==> config.mk <==
export PLATFORM = sky130hd
export DESIGN_NAME = base64_stream_decoder_flat
export DESIGN_NICKNAME = d
export VERILOG_FILES = /design/src/sv/b64d_pkg.sv /design/src/sv/b64d_if.sv /design/src/sv/b64d_front.sv /design/src/sv/b64d_fifo.sv /design/src/sv/b64d_back.sv /design/src/sv/base64_stream_decoder.sv /design/src/flat_wrapper.sv
export SDC_FILE = /design/constraint.sdc
export NUM_CORES = 1
export LEC_CHECK = 0
export BUFFER_PORTS_ARGS = -buffer_cell sky130_fd_sc_hd__buf_2
export CAP_MARGIN = 20
export CORE_MARGIN = 10
export CORE_UTILIZATION = 40
export CTS_CLUSTER_SIZE = 40
export DETAILED_ROUTE_END_ITERATION = 12
export PLACE_DENSITY_LB_ADDON = 0.25
export SYNTH_ARGS = -nofsm -noshare
export SYNTH_HDL_FRONTEND = slang
export SYNTH_SLANG_ARGS = --single-unit
export TNS_END_PERCENT = 20
==> constraint.sdc <==
create_clock -name i_clk -period 10.8 [get_ports i_clk]
set_clock_uncertainty 0.2 [all_clocks]
set_input_delay 1.08 -clock i_clk [delete_from_list [all_inputs] [get_ports i_clk]]
set_output_delay 1.08 -clock i_clk [all_outputs]
set_load 0.01 [all_outputs]
==> src/sv/b64d_pkg.sv <==
// ----------------------------------------------------------------------------
// b64d_pkg
// Shared types, constants and helper functions of the base64 stream decoder.
// ----------------------------------------------------------------------------
package b64d_pkg;

    localparam int B64D_CHAR_W = 8;
    localparam int B64D_BYTE_W = 8;
    localparam int B64D_SEXT_W = 6;
    localparam int B64D_QDEPTH = 4;

    localparam logic [7:0] B64D_MASK_HI = 8'h30;
    localparam logic [7:0] B64D_MASK_LO = 8'h0f;
    localparam logic [7:0] B64D_MASK_MD = 8'h3c;
    localparam logic [7:0] B64D_MASK_BT = 8'h03;

    // up to three decoded bytes caused by one item; cnt is 1..3
    typedef struct packed {
        logic [2:0][B64D_BYTE_W-1:0] bytes;
        logic [1:0]                  cnt;
    } t_job;

    // bit 6 set: not in the alphabet (stop character)
    function automatic logic [6:0] sextet_of(input logic [7:0] ch);
        logic [6:0] r;
        r = 7'h40;
        if (ch >= 8'h41 && ch <= 8'h5a) begin
            r = {1'b0, 6'(ch - 8'h41)};
        end else if (ch >= 8'h61 && ch <= 8'h7a) begin
            r = {1'b0, 6'(ch - 8'h61 + 8'd26)};
        end else if (ch >= 8'h30 && ch <= 8'h39) begin
            r = {1'b0, 6'(ch - 8'h30 + 8'd52)};
        end else if (ch == 8'h2b) begin
            r = {1'b0, 6'd62};
        end else if (ch == 8'h2f) begin
            r = {1'b0, 6'd63};
        end
        return r;
    endfunction

    function automatic logic [2:0][7:0] pack_group(input logic [3:0][5:0] s);
        logic [2:0][7:0] b;
        logic [7:0]      s0, s1, s2, s3;
        s0 = {2'b00, s[0]};
        s1 = {2'b00, s[1]};
        s2 = {2'b00, s[2]};
        s3 = {2'b00, s[3]};
        b[0] = (s0 << 2) | ((s1 & B64D_MASK_HI) >> 4);
        b[1] = ((s1 & B64D_MASK_LO) << 4) | ((s2 & B64D_MASK_MD) >> 2);
        b[2] = ((s2 & B64D_MASK_BT) << 6) | s3;
        return b;
    endfunction

endpackage

==> src/sv/b64d_if.sv <==
// ----------------------------------------------------------------------------
// b64d_if
// Valid/ready channels of the decoder: character in, byte out.
// ----------------------------------------------------------------------------
interface b64d_char_if;
    logic       valid;
    logic       ready;
    logic [7:0] char_code;
    logic       end_of_string;

    modport source (output valid, output char_code, output end_of_string, input ready);
    modport sink   (input valid, input char_code, input end_of_string, output ready);
endinterface

interface b64d_byte_if;
    logic       valid;
    logic       ready;
    logic [7:0] data_byte;
    logic       run_last;

    modport source (output valid, output data_byte, output run_last, input ready);
    modport sink   (input valid, input data_byte, input run_last, output ready);
endinterface

==> src/sv/b64d_front.sv <==
// ----------------------------------------------------------------------------
// b64d_front
// Accepts characters, classifies them, keeps the group state and builds
// one byte job per item that causes output.
// ----------------------------------------------------------------------------
module b64d_front
    import b64d_pkg::*;
(
    input  logic           i_clk,
    input  logic           i_rst_n,
    b64d_char_if.sink      i_chr,
    input  logic           i_full,
    output logic           o_push,
    output t_job           o_job
);

    logic [2:0][5:0] r_store, n_store;
    logic [1:0]      r_cnt, n_cnt;
    logic            r_stop, n_stop;

    logic            acc;
    logic [6:0]      cls;
    logic            ok;
    logic [5:0]      v;
    logic [3:0][5:0] s;
    logic [1:0]      nbytes;

    assign i_chr.ready = !i_full;
    assign acc = i_chr.valid && !i_full;
    assign cls = sextet_of(i_chr.char_code);
    assign ok  = !cls[6];
    assign v   = cls[5:0];

    // group with the current sextet merged in at its slot
    always_comb begin
        for (int i = 0; i < 3; i++) begin
            s[i] = (ok && r_cnt == 2'(i)) ? v : r_store[i];
        end
        s[3] = v;
    end

    always_comb begin
        n_store = r_store;
        n_cnt   = r_cnt;
        n_stop  = r_stop;
        nbytes  = 2'd0;
        if (acc) begin
            if (!r_stop) begin
                if (ok) begin
                    if (r_cnt == 2'd3) begin
                        nbytes = 2'd3;
                        n_cnt  = 2'd0;
                    end else begin
                        n_store[r_cnt] = v;
                        n_cnt          = r_cnt + 2'd1;
                        if (i_chr.end_of_string) begin
                            nbytes = r_cnt;
                        end
                    end
                end else begin
                    n_stop = 1'b1;
                    nbytes = (r_cnt == 2'd0) ? 2'd0 : r_cnt - 2'd1;
                    n_cnt  = 2'd0;
                end
            end
            if (i_chr.end_of_string) begin
                n_cnt  = 2'd0;
                n_stop = 1'b0;
            end
        end
    end

    assign o_push      = acc && (nbytes != 2'd0);
    assign o_job.bytes = pack_group(s);
    assign o_job.cnt   = nbytes;

    always_ff @(posedge i_clk) begin
        if (!i_rst_n) begin
            r_store <= '0;
            r_cnt   <= 2'd0;
            r_stop  <= 1'b0;
        end else begin
            r_store <= n_store;
            r_cnt   <= n_cnt;
            r_stop  <= n_stop;
        end
    end

endmodule

==> src/sv/b64d_fifo.sv <==
// ----------------------------------------------------------------------------
// b64d_fifo
// Short job queue between front and back.
// ----------------------------------------------------------------------------
module b64d_fifo
    import b64d_pkg::*;
#(
    parameter int DEPTH = B64D_QDEPTH,
    localparam int AW   = (DEPTH > 1) ? $clog2(DEPTH) : 1,
    localparam int CW   = $clog2(DEPTH + 1)
) (
    input  logic          i_clk,
    input  logic          i_rst_n,
    input  logic          i_push,
    input  t_job          i_job,
    input  logic          i_pop,
    output t_job          o_head,
    output logic          o_full,
    output logic          o_empty,
    output logic [CW-1:0] o_count
);

    t_job          r_mem [DEPTH];
    logic [AW-1:0] r_wp, r_rp;
    logic [CW-1:0] r_cnt;
    logic          wr, rd;

    assign o_full  = (r_cnt == CW'(DEPTH));
    assign o_empty = (r_cnt == '0);
    assign o_count = r_cnt;
    assign o_head  = r_mem[r_rp];
    assign wr      = i_push && !o_full;
    assign rd      = i_pop && !o_empty;

    always_ff @(posedge i_clk) begin
        if (wr) begin
            r_mem[r_wp] <= i_job;
        end
    end

    always_ff @(posedge i_clk) begin
        if (!i_rst_n) begin
            r_wp  <= '0;
            r_rp  <= '0;
            r_cnt <= '0;
        end else begin
            if (wr) begin
                r_wp <= (r_wp == AW'(DEPTH - 1)) ? '0 : r_wp + 1'b1;
            end
            if (rd) begin
                r_rp <= (r_rp == AW'(DEPTH - 1)) ? '0 : r_rp + 1'b1;
            end
            if (wr && !rd) begin
                r_cnt <= r_cnt + 1'b1;
            end else if (rd && !wr) begin
                r_cnt <= r_cnt - 1'b1;
            end
        end
    end

endmodule

==> src/sv/b64d_back.sv <==
// ----------------------------------------------------------------------------
// b64d_back
// Plays out the bytes of the head job, one per cycle while the output is
// ready, and retires the job with its last byte.
// ----------------------------------------------------------------------------
module b64d_back
    import b64d_pkg::*;
(
    input  logic           i_clk,
    input  logic           i_rst_n,
    input  t_job           i_head,
    input  logic           i_empty,
    output logic           o_pop,
    b64d_byte_if.source    o_byte
);

    logic [1:0] r_idx, n_idx;
    logic       last;
    logic       acc;

    assign last             = (r_idx == i_head.cnt - 2'd1);
    assign acc              = o_byte.valid && o_byte.ready;
    assign o_byte.valid     = !i_empty;
    assign o_byte.data_byte = i_head.bytes[r_idx];
    assign o_byte.run_last  = last;
    assign o_pop            = acc && last;

    always_comb begin
        n_idx = r_idx;
        if (acc) begin
            n_idx = last ? 2'd0 : r_idx + 2'd1;
        end
    end

    always_ff @(posedge i_clk) begin
        if (!i_rst_n) begin
            r_idx <= 2'd0;
        end else begin
            r_idx <= n_idx;
        end
    end

endmodule

==> src/sv/base64_stream_decoder.sv <==
// ----------------------------------------------------------------------------
// base64_stream_decoder
// Streaming base64 decoder: one character in per item, decoded bytes out.
// ----------------------------------------------------------------------------
// Takes one character per cycle while the job queue (QDEPTH entries) has
// room; a character that completes or ends a group queues one job of one to
// three bytes, which leave from the queue head one byte per cycle while the
// output is ready, run_last marking the final byte of that character.
// Sustained input rate is one character per cycle, since four characters
// yield at most three bytes; input stalls only when the output side holds
// off long enough to fill the queue. The first '=' or other non-alphabet
// code stops decoding until the end_of_string character.
// ----------------------------------------------------------------------------
module base64_stream_decoder
    import b64d_pkg::*;
#(
    parameter int QDEPTH = B64D_QDEPTH
) (
    input  logic         i_clk,
    input  logic         i_rst_n,
    b64d_char_if.sink    i_chr,
    b64d_byte_if.source  o_byte
);

    localparam int CW = $clog2(QDEPTH + 1);

    logic          q_push;
    logic          q_pop;
    logic          q_full;
    logic          q_empty;
    t_job          job, head;
    logic [CW-1:0] q_count;

    b64d_front u_front (
        .i_clk   (i_clk),
        .i_rst_n (i_rst_n),
        .i_chr   (i_chr),
        .i_full  (q_full),
        .o_push  (q_push),
        .o_job   (job)
    );

    b64d_fifo #(.DEPTH(QDEPTH)) u_fifo (
        .i_clk   (i_clk),
        .i_rst_n (i_rst_n),
        .i_push  (q_push),
        .i_job   (job),
        .i_pop   (q_pop),
        .o_head  (head),
        .o_full  (q_full),
        .o_empty (q_empty),
        .o_count (q_count)
    );

    b64d_back u_back (
        .i_clk   (i_clk),
        .i_rst_n (i_rst_n),
        .i_head  (head),
        .i_empty (q_empty),
        .o_pop   (q_pop),
        .o_byte  (o_byte)
    );

    a_count_range: assert property (@(posedge i_clk) disable iff (!i_rst_n)
        q_count <= CW'(QDEPTH))
        else $error("queue count above depth");

    a_no_push_full: assert property (@(posedge i_clk) disable iff (!i_rst_n)
        q_full |-> !i_chr.ready)
        else $error("input ready while queue full");

    a_pop_on_last: assert property (@(posedge i_clk) disable iff (!i_rst_n)
        q_pop |-> (o_byte.valid && o_byte.ready && o_byte.run_last))
        else $error("job retired without its last byte");

    a_count_up: assert property (@(posedge i_clk) disable iff (!i_rst_n)
        (q_push && !q_pop) |=> (q_count == $past(q_count) + 1'b1))
        else $error("queue count did not follow push");

endmodule
==> src/flat_wrapper.sv <==
// flat-port wrapper written by rule: the top's interface ports become plain ports
module base64_stream_decoder_flat import b64d_pkg::*;
#(
    parameter int QDEPTH = B64D_QDEPTH
)
  (i_clk, i_rst_n, i_chr_valid, i_chr_char_code, i_chr_end_of_string, i_chr_ready, o_byte_valid, o_byte_data_byte, o_byte_run_last, o_byte_ready);
  b64d_char_if i_chr_i ();
  b64d_byte_if o_byte_i ();
  input  logic i_clk;
  input  logic i_rst_n;
  input wire logic [$bits(i_chr_i.valid)-1:0] i_chr_valid;
  input wire logic [$bits(i_chr_i.char_code)-1:0] i_chr_char_code;
  input wire logic [$bits(i_chr_i.end_of_string)-1:0] i_chr_end_of_string;
  output wire logic [$bits(i_chr_i.ready)-1:0] i_chr_ready;
  output wire logic [$bits(o_byte_i.valid)-1:0] o_byte_valid;
  output wire logic [$bits(o_byte_i.data_byte)-1:0] o_byte_data_byte;
  output wire logic [$bits(o_byte_i.run_last)-1:0] o_byte_run_last;
  input wire logic [$bits(o_byte_i.ready)-1:0] o_byte_ready;
  assign i_chr_i.valid = i_chr_valid;
  assign i_chr_i.char_code = i_chr_char_code;
  assign i_chr_i.end_of_string = i_chr_end_of_string;
  assign i_chr_ready = i_chr_i.ready;
  assign o_byte_valid = o_byte_i.valid;
  assign o_byte_data_byte = o_byte_i.data_byte;
  assign o_byte_run_last = o_byte_i.run_last;
  assign o_byte_i.ready = o_byte_ready;
  base64_stream_decoder #(.QDEPTH(QDEPTH)) u_core (.i_clk(i_clk), .i_rst_n(i_rst_n), .i_chr(i_chr_i), .o_byte(o_byte_i));
endmodule
[Yosys cells after proc, flatten, opt, wreduce, memory -nomap -nowiden]
Memory sizes are Yosys's and may differ from the RTL's. A register that Yosys moved wholly into a read port is not among the register bits.
Cells that the tools add are included.
Word-level totals
  bits in registers: 30
  bits in latches: 0
  memory bits (writable): 104
  bits in read-only memories: 0
  output and inout bits: 11
  word-level logic and storage cells: 109
  memories: 1
Operators by class
  add/sub/neg operators: 13
  $mul: 0
  div/mod/pow operators: 0
  $lt $le $gt $ge: 9
  equality and inequality tests: 10
  shift operators: 0
  mux-type cells: 35
  bitwise logic cells: 6
  reductions and logical operators: 26
Memories
  u_core.u_fifo.r_mem: depth 4, width 26, rd ports 1, clocked after memory_dff 1, wr ports 1, line b64d_fifo.sv:23  | t_job r_mem [DEPTH];
Operator list (number)
  $mux W7: 5
  $mux W2: 15
  $mux W6: 4
  $bwmux W18: 1
  $bmux W8 S2: 1
  $eq A8 B6 Y1 const B: 2
  $ge A8 B7 Y1 const B: 2
  $le A8 B7 Y1 const B: 2
  $logic_and A1 B1 Y1: 15
  $demux W6 S2: 1
  $sub A6 B6 Y6 const B: 2
  $add A2 B1 Y2 const B: 4
  $eq A2 B2 Y1 const B: 4
  $ge A8 B6 Y1 const B: 1
  $le A8 B6 Y1 const B: 1
  $mux W8: 1
  $or A8 B2 Y8: 1
  $or A8 B4 Y8: 1
  $or A8 B6 Y8: 1
  $add A6 B5 Y6 const B: 1
  $add A6 B6 Y6 const B: 1
  $lt A2 B3 Y1 const B: 2
  $mux W3: 2
  $sub A6 B1 Y6 const B: 1
  other kinds (16): 28

[Logic depth before layout (Yosys ltp)]
Gate-level depths: netlist of run 1.
  depth after elaboration: 16
  depth in mapped cells: 14
  gate-level depth less buffers: 13

[Cells and area by module]
A second synthesis of run 1 with hierarchy kept.
Second synthesis, totals
  cells, all modules: 443
  area total of the unflattened synthesis: 6348.6 sq um
Modules (own cells, without submodules)
  b64d_fifo: instances 1, cells each 187, area an instance 4277.9 sq um, seq. area each 3303.2 sq um
  b64d_front: instances 1, cells each 212, area an instance 1764.2 sq um, seq. area each 420.4 sq um
  b64d_back: instances 1, cells each 44, area an instance 306.5 sq um, seq. area each 40.0 sq um

[Least setup slack after synthesis of run 1]
Ideal clock, no wire load.
  path type: input-to-reg
  start: input i_chr_char_code[2]
  end: register u_core.u_fifo.r_cnt[2], in the netlist u_core.u_fifo.o_count[2]
  arrival: 3.939 ns
  required time: 10.529 ns
  path slack: 6.590 ns
  stages on the path: 13
  path through: inv_1 ha_1 nor2b_1 o21ai_0 a21oi_4 nand2_1 a211oi_2 ha_1 inv_1 fa_1 xor2_1 or3_1 a21oi_1
On the way
  cells in the longest elaborated chain, start to end: 15
Ends and longest elaborated chain
  start, declared: line flat_wrapper.sv:12  | input wire logic [$bits(i_chr_i.char_code)-1:0] i_chr_char_code;
  branches (longest 5 deep; another with $ge A8 B6 Y1)
  $mux W7 (*): line b64d_pkg.sv:27  | if (ch >= 8'h41 && ch <= 8'h5a) begin
  $mux W2 (*): line b64d_front.sv:49  | if (ok) begin
  $mux W2 (*): line b64d_front.sv:48  | if (!r_stop) begin
  $mux W2 (*): line b64d_front.sv:47  | if (acc) begin
  $reduce_bool A2 Y1 (*): line b64d_front.sv:73  | assign o_push = acc && (nbytes != 2'd0);
  $logic_and A1 B1 Y1 (*): line b64d_front.sv:73
  $logic_and A1 B1 Y1 (*): line b64d_fifo.sv:32  | assign wr = i_push && !o_full;
  named net u_core.u_fifo.wr: line b64d_fifo.sv:26  | logic wr, rd;
  $logic_not A1 Y1: line b64d_fifo.sv:55  | end else if (rd && !wr) begin
  $logic_and A1 B1 Y1: line b64d_fifo.sv:55
  $reduce_bool A2 Y1 (no line)
  end signal, assigned: line b64d_fifo.sv:54  | r_cnt <= r_cnt + 1'b1;
  end signal, assigned: line b64d_fifo.sv:56  | r_cnt <= r_cnt - 1'b1;
  end, declared: line b64d_fifo.sv:25  | logic [CW-1:0] r_cnt;
Mark *: on every way through the listed nets, which the timed path passes.
A chain may end at the register's enable or synchronous reset.

[Worst setup path after layout of run 1]
Same ends and word-level chain as after synthesis.

==> run summary, run 1 <==
Post-synthesis cell type count - 51
Vias in the first global route - 3758
Share of cells above drive strength 1 - 20.4%
Clk sinks - 136
Final ANT Viol Nets - 0
Port bufs - 23
Rel. slew slack - 41.8%
Hold_buf cts - 0
Status - complete, no violations
Max IR drop VDD - 0.000116 V
Largest area contributor in the netlist - edfxtp_1
CTS buffer count - 17
# nets final - 527
GP Congestion - 0.891
Flops & latches, synth - 136
CP top delay family - compound AO/OA/AOI/OAI gates
Design Area, Final - 7160 µm²
WP data required - 10930 ps
Max-Cap Viols - 0
Drt initial violations - 212
Gr ovfl total - 0
CP max FO - 7
Filler cells - 1361
Synth top area share - 50.0%
Mean area per synthesized cell - 13.6 µm²
P&R area growth vs syn - 14.7%
Later-pin clock latency in the skew report - 410 ps
Slew Viols, Final - 0
Min Tclk post-route - 4420 ps
Crit path DAT - 4550 ps
Slowest stage delay, CP - 460 ps
RSZ-0062 raised after global routing - no
CTS Buffer Depth - 2
Syn Nets - 493
Post_cts resized - 0
Layout Cells excl Fill - 716
Final Cycle Share - 40.9%
Final hold viol count - 0
Via count - 3736
First-pass GRT wire length - 20400 µm
Total negative slack - 0 ps
IO Count - 24
Vias per cell - 5.22
Detail Placement HPWL - 8090 µm
Clock-pin slew on the worst setup and hold paths - 60 ps
Synth Cell Area - 6240 µm²
Final setup vio count - 0
Placed insts - 682
Pwr dens - 168 nW/µm²
Top_reg_cell synth - edfxtp_1
# rows - 45
Die Ht - 145 µm
Crit start category - input port
CTS tree - done
Routed WL - 12500 µm
Critical path buffers and inverters - 3
Initial antenna violation count - 0
Power Total - 1.21 mW
DRC - 0
Top area cells in the synthesized netlist - edfxtp_1 50%, dfxtp_1 10%, mux4_2 9.4%
Slowest stage cell on the critical path - a211oi_2
Post-CTS setup repair buffer count - 0
Post-synth EDFFs - 104
Global Route Usage Sum - 12.3%
Final Core Density - 46.9%
Worst Max-Slew Pin Slew - 867 ps
Critical Path, Cell by Cell - buf_2 > inv_1 > ha_1 > a21o_1 > o2111a_1 > or3_1 > nand2_1 > a211oi_2 > ha_1 > inv_1 > fa_1 > xor2_1 > or3_1 > a21oi_1
Diodes inserted - 0
Synth Instances - 458
Yosys warning count - 0
Crit end category - flop
Die area - 21000 µm²
Initial core utilization - 40.9%
H-tree depth - 4
Routed len/inst - 17.4 µm
Chip width - 145 µm
Core Region - 15300 µm²
Crit Path Class - input port to flop
Hold crit path type - flop to flop
Fmax - 0.226 GHz
P_leak - 2.53 nW
Pin count of the biggest net entering global routing - 27
DRT Pass-1 Iters - 5
Async SR Flop Fraction - 0%
Clock Root Buffer - clkbuf_16
Placed inst area - 6590 µm²
Seq/Total Area, Yosys - 60.3%
==> worst reg2reg max path: stages (launching register included) <==
cell and delay (ps):
dfxtp_2 580, mux4_2 570, xnor2_1 150, mux2i_1 200, nand2_1 170, ha_1 210
inv_1 60, fa_1 370, xor2_1 170, or3_1 300, a21oi_1 140
==> flip-flops by register name, indices dropped and copies added, names as in the netlist, named ones only <==
register	flops
u_core.u_back.r_idx	2
u_core.u_fifo.o_count	3
u_core.u_fifo.r_mem	104
u_core.u_fifo.r_rp	2
u_core.u_fifo.r_wp	2
u_core.u_front.r_cnt	2
u_core.u_front.r_stop	1
u_core.u_front.r_store	18
==> cell usage in the layout (no fill, tap or decap), types with 9 or more instances in the layout <==
master | netlist | routed
a21oi_1 | 19 | 19
nor2_1 | 17 | 17
mux4_2 | 26 | 26
clkbuf_16 | 0 | 17
nand2_1 | 44 | 44
o21ai_0 | 35 | 35
edfxtp_1 | 104 | 104
dfxtp_1 | 32 | 31
a211oi_1 | 10 | 10
buf_2 | 0 | 23
o22ai_1 | 12 | 12
ha_1 | 21 | 21
inv_1 | 31 | 31
buf_4 | 1 | 9
mux2i_1 | 12 | 12
==> synthesized netlist by cell type, types with 2 or more instances <==
cell and n:
a2111oi_4 3, a211oi_1 10, a211oi_2 4, a21o_1 3, a21oi_1 19, a31oi_1 3, and2_1 8, buf_1 3
buf_6 4, clkbuf_1 11, dfxtp_1 32, edfxtp_1 104, ha_1 21, inv_1 31, mux2i_1 12, mux4_2 26
nand2_1 44, nand2b_1 2, nand3_1 4, nand3b_1 3, nor2_1 17, nor2_2 3, nor2b_1 2, nor3_1 5
nor3b_1 2, nor4_1 3, o21ai_0 35, o22ai_1 12, or3_1 5, or3b_2 2, xnor2_1 3, xor2_1 3
==> worst paths after layout <==
| kind | from | endpoint | slack (ps) | depth (start not counted) |
|---|---|---|---|---|
| worst max-delay path | i_chr_char_code[2] | u_core.u_fifo.o_count[2] | 6380 | 14 |
| worst min-delay path | u_core.u_front.r_store[1] | u_core.u_front.r_store[1] | 270 | 2 |
| worst max register to register | flop | u_core.u_fifo.o_count[2] | 7600 | 10 |
| worst min register to register | u_core.u_front.r_store[1] | u_core.u_front.r_store[1] | 270 | 2 |
==> layout make-up <==
cell class                 instances  area [µm²]  area share, %
clock buffer                      18         429           5.99
clock inverter                    14         114           1.59
inverter                          32         120           1.68
multi-input combinational        271        2260           31.6
sequential                       136        3760           52.6
tap                              211         264           3.69
timing repair buffer              34         210           2.94
==> routing by layer <==
layer  track usage [%]  wire length [µm]
met5                 0                 0
met4              4.44               129
met1              15.4              5750
met3              3.66               535
met2              19.5              6040
==> report_power, final <==
part	total [mW]	switching [mW]	internal, mW
combinational	0.0991	0.0590	0.0401
sequential	0.578	0.00637	0.571
clock	0.529	0.198	0.331
==> cell families after synthesis <==
| logic type | after synthesis | share of synthesized area [%] |
|---|---|---|
| mux | 38 | 11.3 |
| simple gates | 106 | 8.42 |
| buf+inv | 51 | 3.61 |
| compound gates | 99 | 11.0 |
| fa+ha+maj | 22 | 4.53 |
| flops | 136 | 60.3 |
| xor+xnor | 6 | 0.842 |
==> through the flow <==
stage | hold slack, ps | setup slack [ps]
floorplan | 246 | 6590
global placement | 255 | 6130
detailed placement | 265 | 5970
CTS | 273 | 6420
global route | 300 | 6180
finish | 273 | 6380
Power figures use the tool's default switching activity.
==> run 2, diff against run 1 <==
--- a/config.mk
+++ b/config.mk
@@ -5,6 +5,7 @@
 export SDC_FILE = /design/constraint.sdc
 export NUM_CORES = 1
 export LEC_CHECK = 0
+export ABC_AREA = 1
 export BUFFER_PORTS_ARGS = -buffer_cell sky130_fd_sc_hd__buf_2
 export CAP_MARGIN = 20
 export CORE_MARGIN = 10
==> constraint.sdc (replaced) <==
create_clock -name i_clk -period 4.5 [get_ports i_clk]
set_clock_uncertainty 0.2 [all_clocks]
set_input_delay 0.45 -clock i_clk [delete_from_list [all_inputs] [get_ports i_clk]]
set_output_delay 0.45 -clock i_clk [all_outputs]
set_load 0.01 [all_outputs]
==> run summary, run 2 <==
Status - complete, no violations (unchanged)
CTS tree - done (unchanged)
Fmax - 0.322 GHz
Synth top area share - 48.8% (was 50.0%)
Simple-gate area share of the yosys netlist - 16.9% (was 8.42%)
Final Cycle Share - 69.0%
DRC - 0 (unchanged)
Crit start category - flop (was input port)
Die Ht - 146 µm (was 145 µm)
Synth Cell Area - 6400 µm² (was 6240 µm²)
WHS Path Cells - 4 (was 2)
IO Count - 24 (unchanged)
Initial core utilization - 40.6% (was 40.9%)
Slowest stage delay, CP - 610 ps (was 460 ps)
Crit path DAT - 2450 ps (was 4550 ps)
Max reg flops - 104 (unchanged)
Critical Path, Cell by Cell - inv_2 > buf_4 > o21ai_0 > o221ai_1 > a32o_1 > buf_2 (was buf_2 > inv_1 > ha_1 > a21o_1 > o2111a_1 > or3_1 > nand2_1 > a211oi_2 > ha_1 > inv_1 > fa_1 > xor2_1 > or3_1 > a21oi_1)
Main combinational cell family by area after synthesis - simple AND/OR/NAND/NOR gates (was multiplexers)
FF/Latch Area - 3760 µm² (about the same)
Core Region - 15800 µm² (was 15300 µm²)
Max IR drop VDD - 0.000302 V (was 0.000116 V)
Routed WL - 15300 µm (was 12500 µm)
Synth Area in Compound Gates - 13.6% (was 11.0%)
Final Core Density - 46.1% (was 46.9%)
Post-synthesis cell type count - 39 (was 51)
CTS Buffer Depth - 2 (unchanged)
Crit Path Class - flop to primary output (was input port to flop)
Max-Cap Viols - 0 (unchanged)
Detail Placement HPWL - 9680 µm (was 8090 µm)
Most frequent cells in the layout - 114 x nand2_1, 104 x edfxtp_1, 88 x nor2_1 (was 104 x edfxtp_1, 44 x nand2_1, 35 x o21ai_0)
Total negative slack - 0 ps (unchanged)
Seq/Total Area, Yosys - 58.8% (was 60.3%)
R2R cell count - 15 (was 10)
Slew Viols, Final - 0 (unchanged)
Final ANT Viol Nets - 0 (unchanged)
Adder-Cell Fraction of Synth Area - 4.42% (was 4.53%)
Vias in the first global route - 4557 (was 3758)
Final setup vio count - 0 (unchanged)
Multi-input gate area - 2300 µm² (was 2260 µm²)
RSZ-0062 raised after global routing - no (unchanged)
First-pass GRT wire length - 24400 µm (was 20400 µm)
H-tree depth - 4 (unchanged)
Min Tclk post-route - 3100 ps
Vias per cell - 5.19 (was 5.22)
Hold crit path type - input port to flop (was flop to flop)
Top reg by flops - u_core.u_fifo.r_mem (unchanged)
Mean area per synthesized cell - 9.92 µm² (was 13.6 µm²)
Pin count of the biggest net entering global routing - 43 (was 27)
Clock Root Buffer - clkbuf_16 (unchanged)
Commonest non-fill, non-tap cell in the layout - nand2_1 (was edfxtp_1)
Post-synthesis mux area share - 0% (was 11.3%)
# rows - 46 (was 45)
Die area - 21500 µm² (was 21000 µm²)
Post_cts resized - 0 (unchanged)
Pwr dens - 531 nW/µm² (was 168 nW/µm²)
Synth cell count leaders - 114 x nand2_1, 104 x edfxtp_1, 88 x nor2_1 (was 104 x edfxtp_1, 44 x nand2_1, 35 x o21ai_0)
Crit end category - primary output (was flop)
GP Congestion - 0.913 (was 0.891)
Gr ovfl total - 0 (unchanged)
Largest area contributor in the netlist - edfxtp_1 (unchanged)
Filler cells - 1523 (was 1361)
WP data required - 3850 ps (was 10930 ps)
P_leak - 2.84 nW (was 2.53 nW)
Synth Instances - 645 (was 458)
DRT Pass-1 Iters - 5 (unchanged)
Slowest stage cell on the critical path - dfxtp_1 (was a211oi_2)
Hold_buf cts - 0 (unchanged)
Top_reg_cell synth - edfxtp_1 (unchanged)
Diodes inserted - 0 (unchanged)
Worst Max-Slew Pin Slew - 1010 ps (was 867 ps)
CTS buffer count - 17 (unchanged)
Initial antenna violation count - 0 (unchanged)
Chip width - 146 µm (was 145 µm)
Flops & latches, synth - 136 (unchanged)
Clock-pin slew on the worst setup and hold paths - 60 ps (about the same)
Share of cells above drive strength 1 - 13.1% (was 20.4%)
Clk sinks - 136 (unchanged)
Post-CTS setup repair buffer count - 0 (unchanged)
Async SR Flop Fraction - 0% (unchanged)
Yosys warning count - 0 (unchanged)
Port bufs - 23 (unchanged)
CP max FO - 38 (was 7)
Rel. slew slack - 32.3% (was 41.8%)
P&R area growth vs syn - 13.6% (was 14.7%)
Post-synth EDFFs - 104 (unchanged)
Drt initial violations - 312 (was 212)
Routed len/inst - 17.0 µm (was 17.4 µm)
Global Route Usage Sum - 14.5% (was 12.3%)
Most frequent cell after synthesis - nand2_1 (was edfxtp_1)
Top area cells in the synthesized netlist - edfxtp_1 49%, dfxtp_1 10%, nand2_1 6.7% (was edfxtp_1 50%, dfxtp_1 10%, mux4_2 9.4%)
Final hold viol count - 0 (unchanged)
Via count - 4677 (was 3736)
Syn Nets - 680 (was 493)
Later-pin clock latency in the skew report - 420 ps (was 410 ps)
XOR/XNOR Fraction of Synth Area - 1.10% (was 0.842%)
# nets final - 708 (was 527)
[run 2: layout make-up]
class                   instances  area share [%]
flip-flops and latches        136            51.8
multi-input cells             425            31.7
clock buffers                  22            6.39
well taps                     216            3.72
inverters                      61            3.15
repair buffers                 32            2.51
clock inverters                10           0.740
[run 2: path summary, 6_finish.rpt]
path,startpoint,to,slack (ps)
setup / recovery,flop,o_byte_data_byte[4],1400
hold / removal,i_chr_end_of_string,u_core.u_front.r_cnt[0],160
setup reg to reg,u_core.u_back.r_idx[0],u_core.u_fifo.o_count[2],1420
hold reg to reg,u_core.u_front.r_store[7],u_core.u_front.r_store[7],250
[run 2: report_power, final]
part | total (mW) | internal [mW] | leakage, nW | switching (mW)
Sequential | 1.56 | 1.48 | 1.23 | 0.0729
Combinational | 1.09 | 0.364 | 1.36 | 0.725
Clock | 1.21 | 0.722 | 0.258 | 0.492
Total | 3.86 | 2.57 | 2.84 | 1.29
[run 2: stage by stage]
step,instance area (µm²),cells,power [mW],hold slack [ps],setup slack [ps]
floorplan,6400,645,2.28,225,1460
global placement,6750,870,2.65,237,1200
detailed placement,6750,870,2.68,242,1050
CTS,7270,902,3.89,147,1350
global route,7270,902,4.09,177,1100
finish,7270,902,3.86,160,1400
[run 2: worst max-delay path, delay by kind of cell (launching register included)]
kind,cells,cell delay [ps]
flops,1,610
buf+inv,3,710
compound gates,3,690
[run 2: layer usage]
layer	global-route usage (%)	wire length, µm
met2	23.3	7340
met5	0	0
met1	18.2	7010
met3	4.14	733
met4	5.06	233
[run 2: logic make-up (layout without fill, tap and decap cells)]
kind of cell    Yosys count  in the layout
buf+inv                  84            125
compound gates          146            146
simple gates            249            249
flops                   136            136
fa+ha+maj                22             22
xor+xnor                  8              8
